**config.mk**
```make
export PLATFORM = sky130hd
export DESIGN_NAME = register_list_index_dedup
export DESIGN_NICKNAME = d
export VERILOG_FILES = /design/src/rtl/core/rldd_pkg.sv /design/src/rtl/core/rldd_ram.sv /design/src/rtl/core/rldd_front.sv /design/src/rtl/core/rldd_queue.sv /design/src/rtl/core/rldd_back.sv /design/src/rtl/core/register_list_index_dedup.sv
export SDC_FILE = /design/constraint.sdc
export NUM_CORES = 1
export LEC_CHECK = 0
export BUFFER_PORTS_ARGS = -buffer_cell sky130_fd_sc_hd__buf_2
export CAP_MARGIN = 20
export CORE_MARGIN = 2
export CORE_UTILIZATION = 40
export CTS_CLUSTER_DIAMETER = 120
export DETAILED_ROUTE_END_ITERATION = 12
export GPL_TIMING_DRIVEN = 0
export PLACE_DENSITY_LB_ADDON = 0.12
export SYNTH_ARGS = -nofsm -noshare
export SYNTH_HDL_FRONTEND = slang
export SYNTH_SLANG_ARGS = --single-unit
export TNS_END_PERCENT = 5
```
**constraint.sdc**
```tcl
create_clock -name i_clk -period 6.8 [get_ports i_clk]
set_input_delay 0.68 -clock i_clk [delete_from_list [all_inputs] [get_ports i_clk]]
set_output_delay 0.68 -clock i_clk [all_outputs]
set_load 0.1 [all_outputs]
```
**src/rtl/core/rldd_pkg.sv**
```systemverilog
// Shared types and constants for the register list dictionary encoder.
package rldd_pkg;

    localparam int DICT_DEPTH = 16;
    localparam int MAX_GROUPS = 64;
    localparam int JOBQ_DEPTH = 2;

    localparam int WORD_W  = 32;
    localparam int POS_W   = 16;
    localparam int GNUM_W  = 6;
    localparam int DICT_AW = (DICT_DEPTH > 1) ? $clog2(DICT_DEPTH) : 1;
    localparam int KEY_CW  = $clog2(DICT_DEPTH + 1);
    localparam int GRP_CW  = $clog2(MAX_GROUPS + 1);
    localparam int JQ_AW   = (JOBQ_DEPTH > 1) ? $clog2(JOBQ_DEPTH) : 1;
    localparam int JQ_CW   = $clog2(JOBQ_DEPTH + 1);

    localparam logic [WORD_W-1:0] GROUP_END = '1;

    typedef enum logic [1:0] {
        ERR_OK         = 2'd0,
        ERR_DICT_FULL  = 2'd1,
        ERR_GROUP_FULL = 2'd2
    } t_err;

    typedef enum logic [1:0] {
        PH_FIRST  = 2'd0,
        PH_SECOND = 2'd1,
        PH_KEY    = 2'd2
    } t_phase;

    typedef enum logic [1:0] {
        BS_IDLE   = 2'd0,
        BS_SEARCH = 2'd1,
        BS_DONE   = 2'd2
    } t_bstate;

    // classified word handed from front to back
    typedef struct packed {
        logic [WORD_W-1:0] word;
        logic [POS_W-1:0]  pos;
        logic              gstart;
        logic [GNUM_W-1:0] gnum;
        t_err              err;
        logic              last;
        logic              is_key;
    } t_job;

    typedef struct packed {
        logic [WORD_W-1:0] word;
        logic [POS_W-1:0]  pos;
        logic              gstart;
        logic [GNUM_W-1:0] gnum;
        logic              newk;
        t_err              err;
        logic              last;
    } t_res;

endpackage

```
**src/rtl/core/rldd_ram.sv**
```systemverilog
// Generic single-write, single-read RAM with registered read data.
module rldd_ram #(
    parameter int WIDTH = 32,
    parameter int DEPTH = 16,
    localparam int AW = (DEPTH > 1) ? $clog2(DEPTH) : 1
) (
    input  logic             i_clk,
    input  logic             i_we,
    input  logic [AW-1:0]    i_waddr,
    input  logic [WIDTH-1:0] i_wdata,
    input  logic [AW-1:0]    i_raddr,
    output logic [WIDTH-1:0] o_rdata
);

    logic [WIDTH-1:0] r_mem [DEPTH];
    logic [WIDTH-1:0] r_rdata;

    always_ff @(posedge i_clk) begin
        if (i_we) begin
            r_mem[i_waddr] <= i_wdata;
        end
        r_rdata <= r_mem[i_raddr];
    end

    assign o_rdata = r_rdata;

endmodule

```
**src/rtl/core/rldd_front.sv**
```systemverilog
// Front end: accepts list words, tracks record phase, positions and group starts.
module rldd_front import rldd_pkg::*; (
    input  logic              i_clk,
    input  logic              i_rst_n,
    input  logic              i_push,
    input  logic              i_q_full,
    input  logic [WORD_W-1:0] i_list_word,
    input  logic              i_last_word,
    input  logic              i_cfg_valid,
    input  logic [POS_W-1:0]  i_cfg_start_position,
    output logic              o_cfg_ready,
    output logic              o_q_push,
    output t_job              o_job
);

    t_phase            r_phase, n_phase;
    logic              r_pending, n_pending;
    logic [POS_W-1:0]  r_pos, n_pos;
    logic [POS_W-1:0]  r_start;
    logic [GRP_CW-1:0] r_group_count, n_group_count;
    logic              accept;
    logic              cfg_wr;

    assign o_cfg_ready = 1'b1;
    assign cfg_wr      = i_cfg_valid;
    assign accept      = i_push && !i_q_full;
    assign o_q_push    = accept;

    always_comb begin
        n_phase       = r_phase;
        n_pending     = r_pending;
        n_group_count = r_group_count;
        n_pos         = r_pos + 1'b1;
        o_job.word    = i_list_word;
        o_job.pos     = r_pos;
        o_job.gstart  = 1'b0;
        o_job.gnum    = '0;
        o_job.err     = ERR_OK;
        o_job.last    = i_last_word;
        o_job.is_key  = 1'b0;
        unique case (r_phase)
            PH_FIRST: begin
                if (r_pending) begin
                    n_pending = 1'b0;
                    if (r_group_count >= GRP_CW'(MAX_GROUPS)) begin
                        o_job.err = ERR_GROUP_FULL;
                    end else begin
                        o_job.gstart  = 1'b1;
                        o_job.gnum    = GNUM_W'(r_group_count);
                        n_group_count = r_group_count + 1'b1;
                    end
                end
                if (i_list_word == GROUP_END) begin
                    n_pending = 1'b1;
                end else begin
                    n_phase = PH_SECOND;
                end
            end
            PH_SECOND: begin
                n_phase = PH_KEY;
            end
            PH_KEY: begin
                o_job.is_key = 1'b1;
                n_phase      = PH_FIRST;
            end
            default: begin
                n_phase = PH_FIRST;
            end
        endcase
        // end of list, also when cut short mid-record
        if (i_last_word) begin
            n_phase   = PH_FIRST;
            n_pending = 1'b1;
            n_pos     = r_start;
        end
    end

    always_ff @(posedge i_clk) begin
        if (!i_rst_n) begin
            r_phase       <= PH_FIRST;
            r_pending     <= 1'b1;
            r_pos         <= '0;
            r_start       <= '0;
            r_group_count <= '0;
        end else if (cfg_wr) begin
            r_start <= i_cfg_start_position;
            r_pos   <= i_cfg_start_position;
        end else if (accept) begin
            r_phase       <= n_phase;
            r_pending     <= n_pending;
            r_pos         <= n_pos;
            r_group_count <= n_group_count;
        end
    end

endmodule

```
**src/rtl/core/rldd_queue.sv**
```systemverilog
// Short job queue decoupling the front end from the dictionary back end.
module rldd_queue import rldd_pkg::*; (
    input  logic i_clk,
    input  logic i_rst_n,
    input  logic i_push,
    input  t_job i_job,
    input  logic i_pop,
    output logic o_full,
    output logic o_empty,
    output t_job o_job
);

    t_job             r_mem [JOBQ_DEPTH];
    logic [JQ_AW-1:0] r_wp, r_rp;
    logic [JQ_CW-1:0] r_count;
    logic             do_push, do_pop;

    assign o_full  = (r_count == JQ_CW'(JOBQ_DEPTH));
    assign o_empty = (r_count == '0);
    assign o_job   = r_mem[r_rp];
    assign do_push = i_push && !o_full;
    assign do_pop  = i_pop && !o_empty;

    always_ff @(posedge i_clk) begin
        if (do_push) begin
            r_mem[r_wp] <= i_job;
        end
    end

    always_ff @(posedge i_clk) begin
        if (!i_rst_n) begin
            r_wp    <= '0;
            r_rp    <= '0;
            r_count <= '0;
        end else begin
            if (do_push) begin
                r_wp <= (r_wp == JQ_AW'(JOBQ_DEPTH - 1)) ? '0 : r_wp + 1'b1;
            end
            if (do_pop) begin
                r_rp <= (r_rp == JQ_AW'(JOBQ_DEPTH - 1)) ? '0 : r_rp + 1'b1;
            end
            case ({do_push, do_pop})
                2'b10:   r_count <= r_count + 1'b1;
                2'b01:   r_count <= r_count - 1'b1;
                default: r_count <= r_count;
            endcase
        end
    end

`ifndef SYNTHESIS
    a_count_bound: assert property (@(posedge i_clk) disable iff (!i_rst_n)
        r_count <= JQ_CW'(JOBQ_DEPTH))
        else $error("job queue count over depth");
`endif

endmodule

```
**src/rtl/core/rldd_back.sv**
```systemverilog
// Back end: serial dictionary search, key append and the result register.
module rldd_back import rldd_pkg::*; (
    input  logic i_clk,
    input  logic i_rst_n,
    input  logic i_q_empty,
    input  t_job i_q_job,
    output logic o_q_pop,
    input  logic i_pop,
    output logic o_empty,
    output t_res o_res
);

    t_bstate            r_state, n_state;
    t_job               r_job, n_job;
    logic [KEY_CW-1:0]  r_idx, n_idx;
    logic               r_cmp_valid, n_cmp_valid;
    logic [DICT_AW-1:0] r_cmp_idx, n_cmp_idx;
    logic               r_found, n_found;
    logic [DICT_AW-1:0] r_hit_idx, n_hit_idx;
    logic [KEY_CW-1:0]  r_key_count, n_key_count;
    logic               r_out_valid;
    t_res               r_out;

    logic               slot_free;
    logic               emit;
    t_res               res;
    logic               ram_we;
    logic [WORD_W-1:0]  ram_rdata;
    logic               hit;

    rldd_ram #(
        .WIDTH (WORD_W),
        .DEPTH (DICT_DEPTH)
    ) u_dict (
        .i_clk   (i_clk),
        .i_we    (ram_we),
        .i_waddr (r_key_count[DICT_AW-1:0]),
        .i_wdata (r_job.word),
        .i_raddr (r_idx[DICT_AW-1:0]),
        .o_rdata (ram_rdata)
    );

    assign slot_free = !r_out_valid || i_pop;
    // read data belongs to the address issued last cycle
    assign hit       = r_cmp_valid && (ram_rdata == r_job.word);

    always_comb begin
        n_state     = r_state;
        n_job       = r_job;
        n_idx       = r_idx;
        n_cmp_valid = 1'b0;
        n_cmp_idx   = r_cmp_idx;
        n_found     = r_found;
        n_hit_idx   = r_hit_idx;
        n_key_count = r_key_count;
        o_q_pop     = 1'b0;
        ram_we      = 1'b0;
        emit        = 1'b0;
        res.word    = r_job.word;
        res.pos     = r_job.pos;
        res.gstart  = r_job.gstart;
        res.gnum    = r_job.gnum;
        res.newk    = 1'b0;
        res.err     = r_job.err;
        res.last    = r_job.last;
        unique case (r_state)
            BS_IDLE: begin
                if (!i_q_empty) begin
                    if (!i_q_job.is_key) begin
                        if (slot_free) begin
                            emit       = 1'b1;
                            o_q_pop    = 1'b1;
                            res.word   = i_q_job.word;
                            res.pos    = i_q_job.pos;
                            res.gstart = i_q_job.gstart;
                            res.gnum   = i_q_job.gnum;
                            res.err    = i_q_job.err;
                            res.last   = i_q_job.last;
                        end
                    end else begin
                        o_q_pop = 1'b1;
                        n_job   = i_q_job;
                        n_idx   = '0;
                        n_state = BS_SEARCH;
                    end
                end
            end
            BS_SEARCH: begin
                if (hit) begin
                    n_found   = 1'b1;
                    n_hit_idx = r_cmp_idx;
                    n_state   = BS_DONE;
                end else if (r_idx == r_key_count) begin
                    n_found = 1'b0;
                    n_state = BS_DONE;
                end else begin
                    n_cmp_valid = 1'b1;
                    n_cmp_idx   = r_idx[DICT_AW-1:0];
                    n_idx       = r_idx + 1'b1;
                end
            end
            BS_DONE: begin
                if (slot_free) begin
                    emit    = 1'b1;
                    n_state = BS_IDLE;
                    if (r_found) begin
                        res.word = WORD_W'(r_hit_idx);
                    end else if (r_key_count >= KEY_CW'(DICT_DEPTH)) begin
                        res.word = '0;
                        res.err  = ERR_DICT_FULL;
                    end else begin
                        ram_we      = 1'b1;
                        res.word    = WORD_W'(r_key_count);
                        res.newk    = 1'b1;
                        n_key_count = r_key_count + 1'b1;
                    end
                end
            end
            default: begin
                n_state = BS_IDLE;
            end
        endcase
    end

    always_ff @(posedge i_clk) begin
        if (!i_rst_n) begin
            r_state     <= BS_IDLE;
            r_cmp_valid <= 1'b0;
            r_key_count <= '0;
            r_out_valid <= 1'b0;
        end else begin
            r_state     <= n_state;
            r_cmp_valid <= n_cmp_valid;
            r_key_count <= n_key_count;
            if (emit) begin
                r_out_valid <= 1'b1;
            end else if (i_pop) begin
                r_out_valid <= 1'b0;
            end
        end
    end

    always_ff @(posedge i_clk) begin
        r_job     <= n_job;
        r_idx     <= n_idx;
        r_cmp_idx <= n_cmp_idx;
        r_found   <= n_found;
        r_hit_idx <= n_hit_idx;
        if (emit) begin
            r_out <= res;
        end
    end

    assign o_empty = !r_out_valid;
    assign o_res   = r_out;

`ifndef SYNTHESIS
    a_key_count_bound: assert property (@(posedge i_clk) disable iff (!i_rst_n)
        r_key_count <= KEY_CW'(DICT_DEPTH))
        else $error("dictionary count over depth");

    a_search_bound: assert property (@(posedge i_clk) disable iff (!i_rst_n)
        (r_state == BS_SEARCH) |-> (r_idx <= r_key_count))
        else $error("search index past dictionary fill");

    a_append_grows: assert property (@(posedge i_clk) disable iff (!i_rst_n)
        ram_we |=> (r_key_count == $past(r_key_count) + 1'b1))
        else $error("key append without count update");

    a_hold_on_stall: assert property (@(posedge i_clk) disable iff (!i_rst_n)
        (r_out_valid && !i_pop) |=> (r_out_valid && $stable(r_out)))
        else $error("result changed while stalled");
`endif

endmodule

```
**src/rtl/core/register_list_index_dedup.sv**
```systemverilog
// Top level of the register list dictionary encoder.
// Usage:
//   Input queue side: push a word with its last flag when full is low; one beat
//   per list word. Result queue side: while empty is low the oldest result is on
//   the o_ ports; pop takes it. One result beat per input beat, in order.
//   Config: i_cfg_valid writes start_position (o_cfg_ready is always high) and
//   restarts position numbering; write only while the block is idle.
// Operation:
//   Pass-through words pass the job queue and enter the result register when the
//   back end is idle and the result slot is free. A key word runs a serial search
//   of the dictionary RAM, one entry per cycle against the registered read data,
//   then decides and appends once the result slot is free.
//   A record is 3 words; only its third (key) word is searched.
//   A 2-entry job queue lets the front accept words during a search.
// Reset: synchronous, active low; clears the phase, counters and dictionary
//   fill count; no clearing pass. A stalled result holds and backs up the queue,
//   which then raises full.
module register_list_index_dedup import rldd_pkg::*; (
    input  logic              i_clk,
    input  logic              i_rst_n,
    input  logic              push,
    output logic              full,
    input  logic [WORD_W-1:0] i_list_word,
    input  logic              i_last_word,
    output logic              empty,
    input  logic              pop,
    output logic [WORD_W-1:0] o_word_out,
    output logic [POS_W-1:0]  o_position_out,
    output logic              o_group_start,
    output logic [GNUM_W-1:0] o_group_number,
    output logic              o_new_key,
    output logic [1:0]        o_error_code,
    output logic              o_done_res,
    input  logic              i_cfg_valid,
    output logic              o_cfg_ready,
    input  logic [POS_W-1:0]  i_cfg_start_position
);

    logic q_full, q_empty, q_push, q_pop;
    t_job front_job, q_job;
    t_res res;

    rldd_front u_front (
        .i_clk                (i_clk),
        .i_rst_n              (i_rst_n),
        .i_push               (push),
        .i_q_full             (q_full),
        .i_list_word          (i_list_word),
        .i_last_word          (i_last_word),
        .i_cfg_valid          (i_cfg_valid),
        .i_cfg_start_position (i_cfg_start_position),
        .o_cfg_ready          (o_cfg_ready),
        .o_q_push             (q_push),
        .o_job                (front_job)
    );

    rldd_queue u_queue (
        .i_clk   (i_clk),
        .i_rst_n (i_rst_n),
        .i_push  (q_push),
        .i_job   (front_job),
        .i_pop   (q_pop),
        .o_full  (q_full),
        .o_empty (q_empty),
        .o_job   (q_job)
    );

    rldd_back u_back (
        .i_clk     (i_clk),
        .i_rst_n   (i_rst_n),
        .i_q_empty (q_empty),
        .i_q_job   (q_job),
        .o_q_pop   (q_pop),
        .i_pop     (pop),
        .o_empty   (empty),
        .o_res     (res)
    );

    assign full           = q_full;
    assign o_word_out     = res.word;
    assign o_position_out = res.pos;
    assign o_group_start  = res.gstart;
    assign o_group_number = res.gnum;
    assign o_new_key      = res.newk;
    assign o_error_code   = res.err;
    assign o_done_res     = res.last;

endmodule
```
### Word level (Yosys, flattened, before mapping)

Memory sizes are Yosys's and may differ from the RTL's. A register that Yosys moved wholly into a read port is not among the register bits.
Index checks and enable logic that the tools add are counted.

| cells by class | value |
|---|---|
| multiplexer cells | 65 |
| reduce and logical (&&, ||, !) cells | 29 |
| eq/ne operators | 17 |
| bitwise operators | 11 |
| add/sub/neg operators | 8 |
| magnitude comparators | 2 |

Operator list:

| kind | count |
|---|---|
| two-way mux 55 bit | 3 |
| one-hot mux 32 bit (2 select lines) | 1 |
| two-way mux 16 bit | 3 |
| equality test 32 bit | 1 |
| equality test 32 bit, second input constant | 1 |
| two-way mux 32 bit | 1 |
| two-way mux 5 bit | 6 |
| two-way mux 1 bit | 27 |
| two-way mux 23 bit | 1 |
| two-way mux 2 bit | 11 |
| two-way mux 9 bit | 2 |
| adder 16 x 1 -> 16 bit, second input constant | 1 |
| one-hot mux 2 bit (2 select lines) | 3 |
| AND reduction 3 bit | 4 |
| nonzero test 2 bit | 6 |
| inverter 1 bit | 11 |
| adder 5 x 1 -> 5 bit, second input constant | 2 |
| one-hot mux 5 bit (2 select lines) | 1 |
| AND reduction 5 bit | 2 |
| two-way mux 3 bit | 3 |
| equality test 2 bit, second input constant | 4 |
| AND reduction 4 bit | 2 |
| adder 7 x 1 -> 7 bit, second input constant | 1 |
| >= comparator 7 bit, second input constant | 1 |
| other kinds (19) | 34 |

| word-level totals | value |
|---|---|
| register bits after elaboration | 186 |
| word-level logic and storage cells | 163 |
| input bits | 54 |
| memories | 2 |
| output and inout port bits | 62 |
| RAM bits | 630 |

Memory list:

| name | words | width | read ports | clocked after memory_dff | write ports | line | RTL |
|---|---|---|---|---|---|---|---|
| u_back.u_dict.r_mem | 16 | 32 | 1 | 1 | 1 | rldd_ram.sv:15 | `logic [WIDTH-1:0] r_mem [DEPTH];` |
| u_queue.r_mem | 2 | 59 | 1 | 1 | 1 | rldd_queue.sv:13 | `t_job r_mem [JOBQ_DEPTH];` |

### Logic depth before layout (Yosys ltp)

Gate-level depths: netlist of run 1.

| logic depth | value |
|---|---|
| depth in word-level cells | 9 |
| mapped depth | 10 |
| depth with buffers taken out | 7 |

### Hierarchy

From an unflattened synthesis of run 1, not the netlist that was laid out.

| second synthesis, totals | value |
|---|---|
| cells, all modules | 1774 |
| area, all modules | 32676.3 µm² |

By module, submodules not included:

| module | cells an instance | area an instance (µm²) | instances | seq. area each (µm²) |
|---|---|---|---|---|
| rldd_ram | 838 | 19854.0 | 1 | 16015.4 |
| rldd_back | 397 | 5809.3 | 1 | 4113.9 |
| rldd_queue | 210 | 4485.6 | 1 | 3643.5 |
| rldd_front | 329 | 2527.4 | 1 | 840.8 |

### Worst setup path before layout of run 1

OpenSTA, ideal clock, no wires.

| timing | value |
|---|---|
| kind | input-to-reg |
| start point | input port pop |
| end point | memory u_back.u_dict.r_mem[6][0] (netlist: u_back.u_dict.r_mem[3][0]) (enable) |
| buffers on the path | 0 |
| setup time | 0.461 ns |
| cell stages on the path | 4 |
| arrival time | 3.561 ns |
| slack | 2.778 ns |
| required time | 6.339 ns |
| cells stage by stage | nor2b_1 nor4_4 nand2_1 nor3_1 |

| between the ends | value |
|---|---|
| longest elaborated chain between the ends | 5 |

Ends and longest elaborated chain:

| item | line | RTL |
|---|---|---|
| from (decl) | register_list_index_dedup.sv:26 | `input logic pop,` |
| logical OR 1 bit | rldd_back.sv:43 | `assign slot_free = !r_out_valid \|\| i_pop;` |
| two-way mux 1 bit | rldd_back.sv:103 | `if (slot_free) begin` |
| two-way mux 1 bit | rldd_back.sv:66 | `unique case (r_state)` |
| two-way mux 1 bit | rldd_ram.sv:19 | `if (i_we) begin` |
| two-way mux 1 bit (not written as such) | rldd_ram.sv:20 | `r_mem[i_waddr] <= i_wdata;` |
| to (decl) | rldd_ram.sv:15 |  |

No other way between the ends.

### Worst setup path in the final report of run 1

| timing | value |
|---|---|
| start point | register u_back.r_found |
| end point | memory u_back.u_dict.r_mem[0][21] (enable) |

| between the ends | value |
|---|---|
| longest elaborated chain between the ends | 5 |

Ends and longest elaborated chain:

| item | line | RTL |
|---|---|---|
| from (decl) | rldd_back.sv:18 | `logic r_found, n_found;` |
| from (signal assigned) | rldd_back.sv:147 | `r_found <= n_found;` |
| two-way mux 1 bit | rldd_back.sv:106 | `if (r_found) begin` |
| two-way mux 1 bit | rldd_back.sv:103 |  |
| two-way mux 1 bit | rldd_back.sv:66 |  |
| two-way mux 1 bit | rldd_ram.sv:19 |  |
| two-way mux 1 bit (not written as such) | rldd_ram.sv:20 |  |

No other way between the ends.

==> qor.txt, run 1 <==
Sequential area share after synthesis - 0.7596
GR Util met2 - 0.3386
Flop pwr share - 0.443
GP Congestion - 0.8257
Top FF cell, synth - edfxtp_1
Clock slew seen by the registers of the worst setup and hold paths - 0.06 ns
CP arrival - 3.55 ns
Mean Syn Cell Area - 19.51 um2
RSZ-0062 raised after global routing - no
Die W - 288.1 um
Initial Utilization - 0.4028
Yosys top cell area share - 0.7051
Hold-fix buffers at CTS - 0
Synthesized cell area - 32280 um2
CTS tree - yes
Core footprint - 80160 um2
WS Path Type - flip-flop to flip-flop
Average vias per placed instance - 5.362
Detailed Routing Iterations Pass 1 - 5
Layout Nets - 1955
CTS H-Tree Depth - 3
Gate power share - 0.257
Worst rel slew slack - 0.2629
Slowest stage delay, CP - 0.82 ns
Cell variety after synth - 60
Number of synthesized flops with an enable pin - 758
Drt initial violations - 1291
GRT Total Usage - 0.1959
Yosys warnings - 0
IO Pins - 116
Final worst path period share - 0.4750
CP max FO - 10
Die Area - 83000 um2
Pin count of the biggest net entering global routing - 59
Number of global-route vias before repair - 16940
Final wirelength - 79630 um
Clock root cell - clkbuf_16
Worst Skew - 0.02061 ns
Final Hold Viols - 0
Static Leak - 0.01230 uW
Post-Synthesis Cells - 1655
Worst Tran Pin Value - 1.096 ns
CP cell instances - clkbuf_1 > nor4_4 > nand2_1 > nor3_2 > buf_6 > buf_6
ANT nets after route - 0
Int Power - 10680 uW
Final Setup Violations - 0
TritonCTS Buffers - 86
Worst slack at placement - 3.394 ns
Status - finished, final reports clean
CP max-delay cell - nor3_2
Max IR drop VDD - 0.0003330 V
Final worst path period need - 3.230 ns
Clock latency on the worst-skew pair - 0.63 ns
Most used routing layer - met2
Met1 Usage GRT - 0.2555
Total net switching power - 5027 uW
Total congestion overflow - 0
Worst Setup Start Kind - flip-flop
Syn Nets - 1717
Hold crit path type - primary input to flip-flop
Initial antenna violation count - 5
Post-CTS sizing - 0
Synth area leaders - edfxtp_1, mux4_2, dfxtp_1, mux2_2, xnor2_1
Row cnt - 104
WL per Instance - 26.31 um
Height of the chip - 288.1 um
Maxcap violations - 0
CP Data Required Time - 7.12 ns
Largest area contributor in the netlist - edfxtp_1
M3 GR Usage - 0.03170
Worst setup EP type - flip-flop
Sw frac - 0.3201
IO Port Bufs - 114
CTS max path bufs - 3
Power per cell area - 415.9 nW/um2
DRC viols - 0
Post-synth ARST share - 0
Max-slew violations - 0
Worst Slack Setup Final - 3.570 ns
Setup bufs post-CTS - 0
First-pass GRT wire length - 116200 um
Clk pwr share - 0.300
Most used cell along the critical path - buf_6
Flops & latches, synth - 846
Area delta synth->final - 16.98%
Overall Power - 15710 uW
Fmax - 0.3096 GHz
Clock sinks - 846
HPWL after detailed placement - 53400 um
Detailed-route via count - 16230
Layout cells sized above 1 - 0.2772
placed cells by master, fill, tap and decap left out, types with 9 or more instances in the layout:
cell / count
clkbuf_16: 89
mux2i_1: 36
o21ai_0: 42
edfxtp_1: 758
a21oi_1: 40
nand4_1: 21
buf_2: 133
and2_1: 10
xnor2_1: 42
nor3_1: 11
xor2_1: 10
clkinv_2: 16
buf_6: 27
a22oi_1: 10
buf_12: 15
mux2_1: 18
nand3_1: 38
nor2_4: 14
clkbuf_1: 62
dfxtp_1: 88
inv_1: 37
buf_1: 9
mux4_2: 160
nor2_1: 46
mux2_2: 40
clkbuf_8: 19
nand2_1: 55
final timing paths:
kind / start / to / slack [ns] / cells past startpoint
worst max-delay path: u_back.r_found$_SDFFCE_PP1P_ / u_back.u_dict.r_mem[0][21]$_DFFE_PP_ / 3.57 / 6
worst max register to register: u_back.r_found$_SDFFCE_PP1P_ / u_back.u_dict.r_mem[0][21]$_DFFE_PP_ / 3.57 / 6
worst min register to register: u_back.r_cmp_idx[2]$_DFFE_PP_ / u_back.r_hit_idx[2]$_DFFE_PP_ / 0.44 / 0
worst min-delay path: i_list_word[20] / u_queue.r_mem[1][47]$_DFFE_PP_ / 0.26 / 1
logic make-up after synthesis:
| family | synth area share |
|---|---|
| flip-flops | 0.7596 |
| multiplexers | 0.1430 |
| AND/OR/NAND/NOR | 0.03620 |
| AO/OA/AOI/OAI | 0.02647 |
| buffers and inverters | 0.01736 |
| XOR/XNOR | 0.01411 |
| adder cells (fa/ha/maj) | 0.003101 |
| other | 0.0001162 |
cell type report:
type                            instances  area (um2)
Antenna cell                            1       2.502
Sequential cell                       846       24520
Timing Repair Buffer                  150        1172
Fill cell                            6818       42390
Multi-Input combinational cell        688        7330
Inverter                               40       150.1
Clock buffer                          129        2567
Buffer                                 81       410.4
Clock inverter                         32       282.8
Tap cell                             1060        1326
metal layers:
layer / wire [um] / part of all wire / vias up
li1: - / - / 7126
met1: 33420 / 0.42 / 8619
met2: 40860 / 0.51 / 365
met3: 3491 / 0.044 / 113
met4: 1814 / 0.023 / 8
met5: 43 / 0.00054 / -
critical path, delay by kind of cell (launching register included):
kind | cells | cell delay, ns
flip-flops | 1 | 0.36
AND/OR/NAND/NOR | 3 | 1.83
buffers and inverters | 3 | 0.72
per-stage QoR:
| step | TNS, ns | hold slack, ns | cells | area, um2 | util |
|---|---|---|---|---|---|
| finish | 0 | 0.2570 | 3027 | 37770 | 0.4711 |
| global route | 0 | 0.2477 | 3027 | 37770 | 0.4711 |
| CTS | 0 | 0.2228 | 3026 | 37760 | 0.4711 |
| detailed placement | 0 | 0.4353 | 2865 | 34910 | 0.4355 |
| global placement | -100.40 | 0.4391 | 2829 | 34180 | 0.4264 |
| floorplan | 0 | 0.4003 | 1655 | 32280 | - |
state kept, by name, indices dropped and copies added (netlist names), 5 cells and up, named ones only:
signal,cells
u_back.o_res,59
u_back.r_idx,5
u_back.r_job,57
u_back.r_key_count,5
u_back.u_dict.o_rdata,32
u_back.u_dict.r_mem,512
u_front.r_group_count,7
u_front.r_pos,16
u_front.r_start,16
u_queue.r_mem,116
power by group through the flow:
stage	clock network [uW]	logic, uW	registers, uW
after floorplan	0	2030	7870
after global placement	0	4050	7080
after detailed placement	0	4110	7070
after CTS	4820	4130	6970
after global routing	5020	4280	7030
final	4710	4030	6960
cell usage after synthesis, types with 3 or more instances:
cell / instances
a221o_1: 3
edfxtp_1: 758
o21ai_0: 42
or3_1: 5
a21oi_1: 40
clkbuf_1: 41
a31oi_1: 3
xor2_1: 10
and2_1: 10
a211o_1: 3
mux2_2: 40
mux2_1: 18
nor3_1: 15
mux4_2: 160
o21a_1: 5
a211oi_1: 3
nor4_1: 4
nor3b_1: 4
a22oi_1: 10
o21ai_1: 6
ha_1: 8
buf_6: 10
buf_1: 9
nand2_1: 55
mux2i_1: 36
o221ai_1: 6
nand2b_1: 8
buf_2: 19
nor2_1: 60
a31o_2: 3
inv_1: 38
and3_1: 3
nand3_1: 38
o22ai_1: 3
nand4_1: 21
dfxtp_1: 88
xnor2_1: 42
Power figures use the tool's default switching activity.
==> run 2, diff against run 1 <==
--- a/config.mk
+++ b/config.mk
@@ -5,6 +5,7 @@
 export SDC_FILE = /design/constraint.sdc
 export NUM_CORES = 1
 export LEC_CHECK = 0
+export ABC_AREA = 1
 export BUFFER_PORTS_ARGS = -buffer_cell sky130_fd_sc_hd__buf_2
 export CAP_MARGIN = 20
 export CORE_MARGIN = 2
==> constraint.sdc (replaced) <==
create_clock -name i_clk -period 2.7 [get_ports i_clk]
set_input_delay 0.27 -clock i_clk [delete_from_list [all_inputs] [get_ports i_clk]]
set_output_delay 0.27 -clock i_clk [all_outputs]
set_load 0.1 [all_outputs]
==> qor.txt, run 2 <==
Number of synthesized flops with an enable pin - 758 (unchanged)
Total net switching power - 18380 uW (+270%)
Sequential area share after synthesis - 0.7377 (-0.02190)
Clk pwr share - 0.273 (-0.027)
ANT nets after route - 0 (unchanged)
Power per cell area - 1165 nW/um2 (+180%)
Count leader, synth - edfxtp_1
WL per Instance - 23.54 um (-11%)
Overall Power - 45890 uW (+190%)
Final worst path period need - 2.681 ns (-0.5489 ns)
Min Hold Slack - 0.04693 ns (-0.2101 ns)
First-pass GRT wire length - 143300 um (+23%)
Final Hold Viols - 0 (unchanged)
Reg-to-reg endpoint - u_back.u_dict.o_rdata[24]$_DFF_P_
Height of the chip - 292.3 um (+1.5%)
Static Leak - 0.01374 uW (+12%)
Sw frac - 0.4007 (+0.08055)
Drt initial violations - 1993 (+54%)
Pin count of the biggest net entering global routing - 44 (-25%)
CP Launch Point - u_back.r_idx[2]$_SDFFCE_PP0P_
Core footprint - 82240 um2 (+2.6%)
Reg2Reg Depth - 5 (-1)
Initial antenna violation count - 3 (-2)
Yosys top cell area share - 0.6847 (-0.02033)
CTS H-Tree Depth - 3 (unchanged)
Die Area - 85430 um2 (+2.9%)
Mean Syn Cell Area - 12.33 um2 (-37%)
Worst Setup Start Kind - flip-flop
CP Data Required Time - 3.15 ns (-3.97 ns)
IO Pins - 116 (unchanged)
Layout Nets - 3040 (+55%)
Internal reg-to-reg setup slack - 0.02 ns (-3.55 ns)
Die W - 292.3 um (+1.5%)
CP max FO - 10 (unchanged)
Average vias per placed instance - 5.391 (+0.54%)
DRC viols - 0 (unchanged)
Post-synth top cells - edfxtp_1, nand2_1, nor2_1
Post-Synthesis Cells - 2695 (+63%)
Int Power - 27500 uW (+160%)
Fmax - 0.3730 GHz (+20%)
Worst Min Path Start - i_cfg_valid
Final Setup Violations - 0 (unchanged)
Row cnt - 105 (+0.96%)
Layout cells sized above 1 - 0.1251 (-0.1521)
Final worst path period share - 0.9930 (+0.5180)
Area delta synth->final - 18.44%
Status - finished, final reports clean
CTS tree - yes
Cell family with most CP delay - buffers and inverters
Most frequent cells in the layout - edfxtp_1, nand2_1, nor2_1
Worst rel slew slack - 0.2725 (+0.009577)
Worst Tran Pin Value - 1.091 ns (-0.004263 ns)
RSZ-0062 raised after global routing - yes
Hold crit path type - primary input to flip-flop
CP arrival - 3.13 ns (-0.42 ns)
Flop pwr share - 0.397 (-0.046)
Number of global-route vias before repair - 22160 (+31%)
Hold Path Stages - 4 (+3)
Max IR drop VDD - 0.0008189 V (+150%)
TritonCTS Buffers - 91 (+5.8%)
Cell variety after synth - 47 (-22%)
Detailed-route via count - 22240 (+37%)
Initial Utilization - 0.4042 (+0.001446)
Hold Path Sink - u_front.r_phase[1]$_SDFFE_PN0P_
CTS max path bufs - 3 (unchanged)
Gate power share - 0.330 (+0.073)
Clock root cell - clkbuf_16
WS Path Type - flip-flop to flip-flop
Critical path buffers and inverters - 2 (-1)
HPWL after detailed placement - 67590 um (+27%)
Slowest stage delay, CP - 0.66 ns (-0.16 ns)
Total congestion overflow - 0 (unchanged)
IO Port Bufs - 113 (-0.88%)
GP Congestion - 0.8826 (+6.9%)
Yosys warnings - 0 (unchanged)
Syn Nets - 2757 (+61%)
Clock slew seen by the registers of the worst setup and hold paths - 0.06 ns (about the same)
Synth area leaders - edfxtp_1, dfxtp_1, nand2_1, o21ai_0, nor2_1
GRT Total Usage - 0.2266 (+0.03073)
Largest area contributor in the netlist - edfxtp_1
Flops & latches, synth - 846 (unchanged)
Most common cell after layout, fill and taps aside - edfxtp_1
Final design utilization - 0.4787 (+0.007608)
CP max-delay cell - buf_1
Detailed Routing Iterations Pass 1 - 5 (unchanged)
Top reg by flops - u_back.u_dict.r_mem
Worst setup EP type - flip-flop
FF-to-FF Start - u_back.r_idx[2]$_SDFFCE_PP0P_
Clock latency on the worst-skew pair - 0.65 ns (+0.02 ns)
Synthesized cell area - 33240 um2 (+3.0%)
Top FF cell, synth - edfxtp_1
Largest register FFs - 512 (unchanged)
Max-slew violations - 0 (unchanged)
Worst Skew - 0.02183 ns (+0.001226 ns)
Final wirelength - 97140 um (+22%)
CP cell instances - buf_1 > clkbuf_1 > o221ai_1 > o211ai_1 > nand3_1
Post-synth ARST share - 0 (unchanged)
Clock sinks - 846 (unchanged)
Maxcap violations - 0 (unchanged)
run 2: cell types whose count changed after synthesis, sizes merged, moves of 78 or more:
cell | before | now
inv | 39 | 117
mux4 | 160 | 0
nand2 | 55 | 451
nor2 | 61 | 377
o21ai | 48 | 326
o22ai | 3 | 81
run 2: logic make-up after synthesis:
family	Yosys count	share of synthesized area
buf+inv	263	0.03241
xor+xnor	26	0.006850
flops	846	0.7377
fa+ha+maj	8	0.003011
simple gates	972	0.1194
other cells	1	0.0001128
mux	3	0.0009034
compound gates	576	0.09956
run 2: worst min-delay path, cell delays in order:
cell     delay (ns)
buf_2          0.14
nor2_2         0.08
nand3_1        0.08
a21oi_1        0.06
run 2: power by group through the flow:
stage / clock network [uW] / logic, uW / registers [uW]
6_report: 12500 / 15200 / 18200
5_1_grt: 13200 / 16300 / 18400
4_1_cts: 12700 / 15200 / 18200
3_5_place_dp: 0 / 15000 / 18500
3_3_place_gp: 0 / 14700 / 18500
2_1_floorplan: 0 / 6520 / 21300
run 2: layout make-up:
type / count / area [um2]
tap: 1070 / 1339
inverter: 121 / 454.2
timing repair buffer: 190 / 1584
clock buffer: 117 / 2521
buffer: 142 / 638.1
fill: 7409 / 42870
multi-input combinational: 1586 / 7818
clock inverter: 51 / 488.0
sequential: 846 / 24520
antenna: 3 / 7.507
run 2: metal layers:
metal  global-route usage  share of wire  vias to the layer above
met5                    0        0.00011                        -
met2               0.3993           0.51                      745
met3              0.03483          0.055                      154
met1               0.2890           0.41                    11040
li1                     -              -                    10300
met4              0.06729          0.027                        2
run 2: repair_timing:
action / in CTS / in global routing
resized for setup: 6 / 15
hold buffers: 49 / 0
endpoints found under the hold margin: 97 / 0
cloned: 0 / 0
setup endpoints to repair: 38 / 130
pin swaps: 0 / 2
buffers inserted: 4 / 2
run 2: worst max-delay path by stage:
stage	endpoint	cells after the start
final	u_back.u_dict.o_rdata[24]$_DFF_P_	5
after global routing	u_back.u_dict.r_mem[7][0]$_DFFE_PP_	8
after CTS	u_back.u_dict.r_mem[6][0]$_DFFE_PP_	8
after detailed placement	u_back.u_dict.o_rdata[10]$_DFF_P_	8
after global placement	u_queue.r_mem[0][48]$_DFFE_PP_	2
after floorplan	u_queue.r_mem[0][0]$_DFFE_PP_	2
run 2: stage by stage:
stage	cells	area, um2	TNS [ns]	setup WS [ns]
floorplan	2695	33250	-277.57	-0.7816
global placement	3878	35160	-1116.04	-2.537
detailed placement	3900	35760	-0.9911	-0.1229
CTS	4121	39320	-0.2855	-0.02552
global route	4123	39370	-3.512	-0.1008
finish	4126	39370	0	0.01899
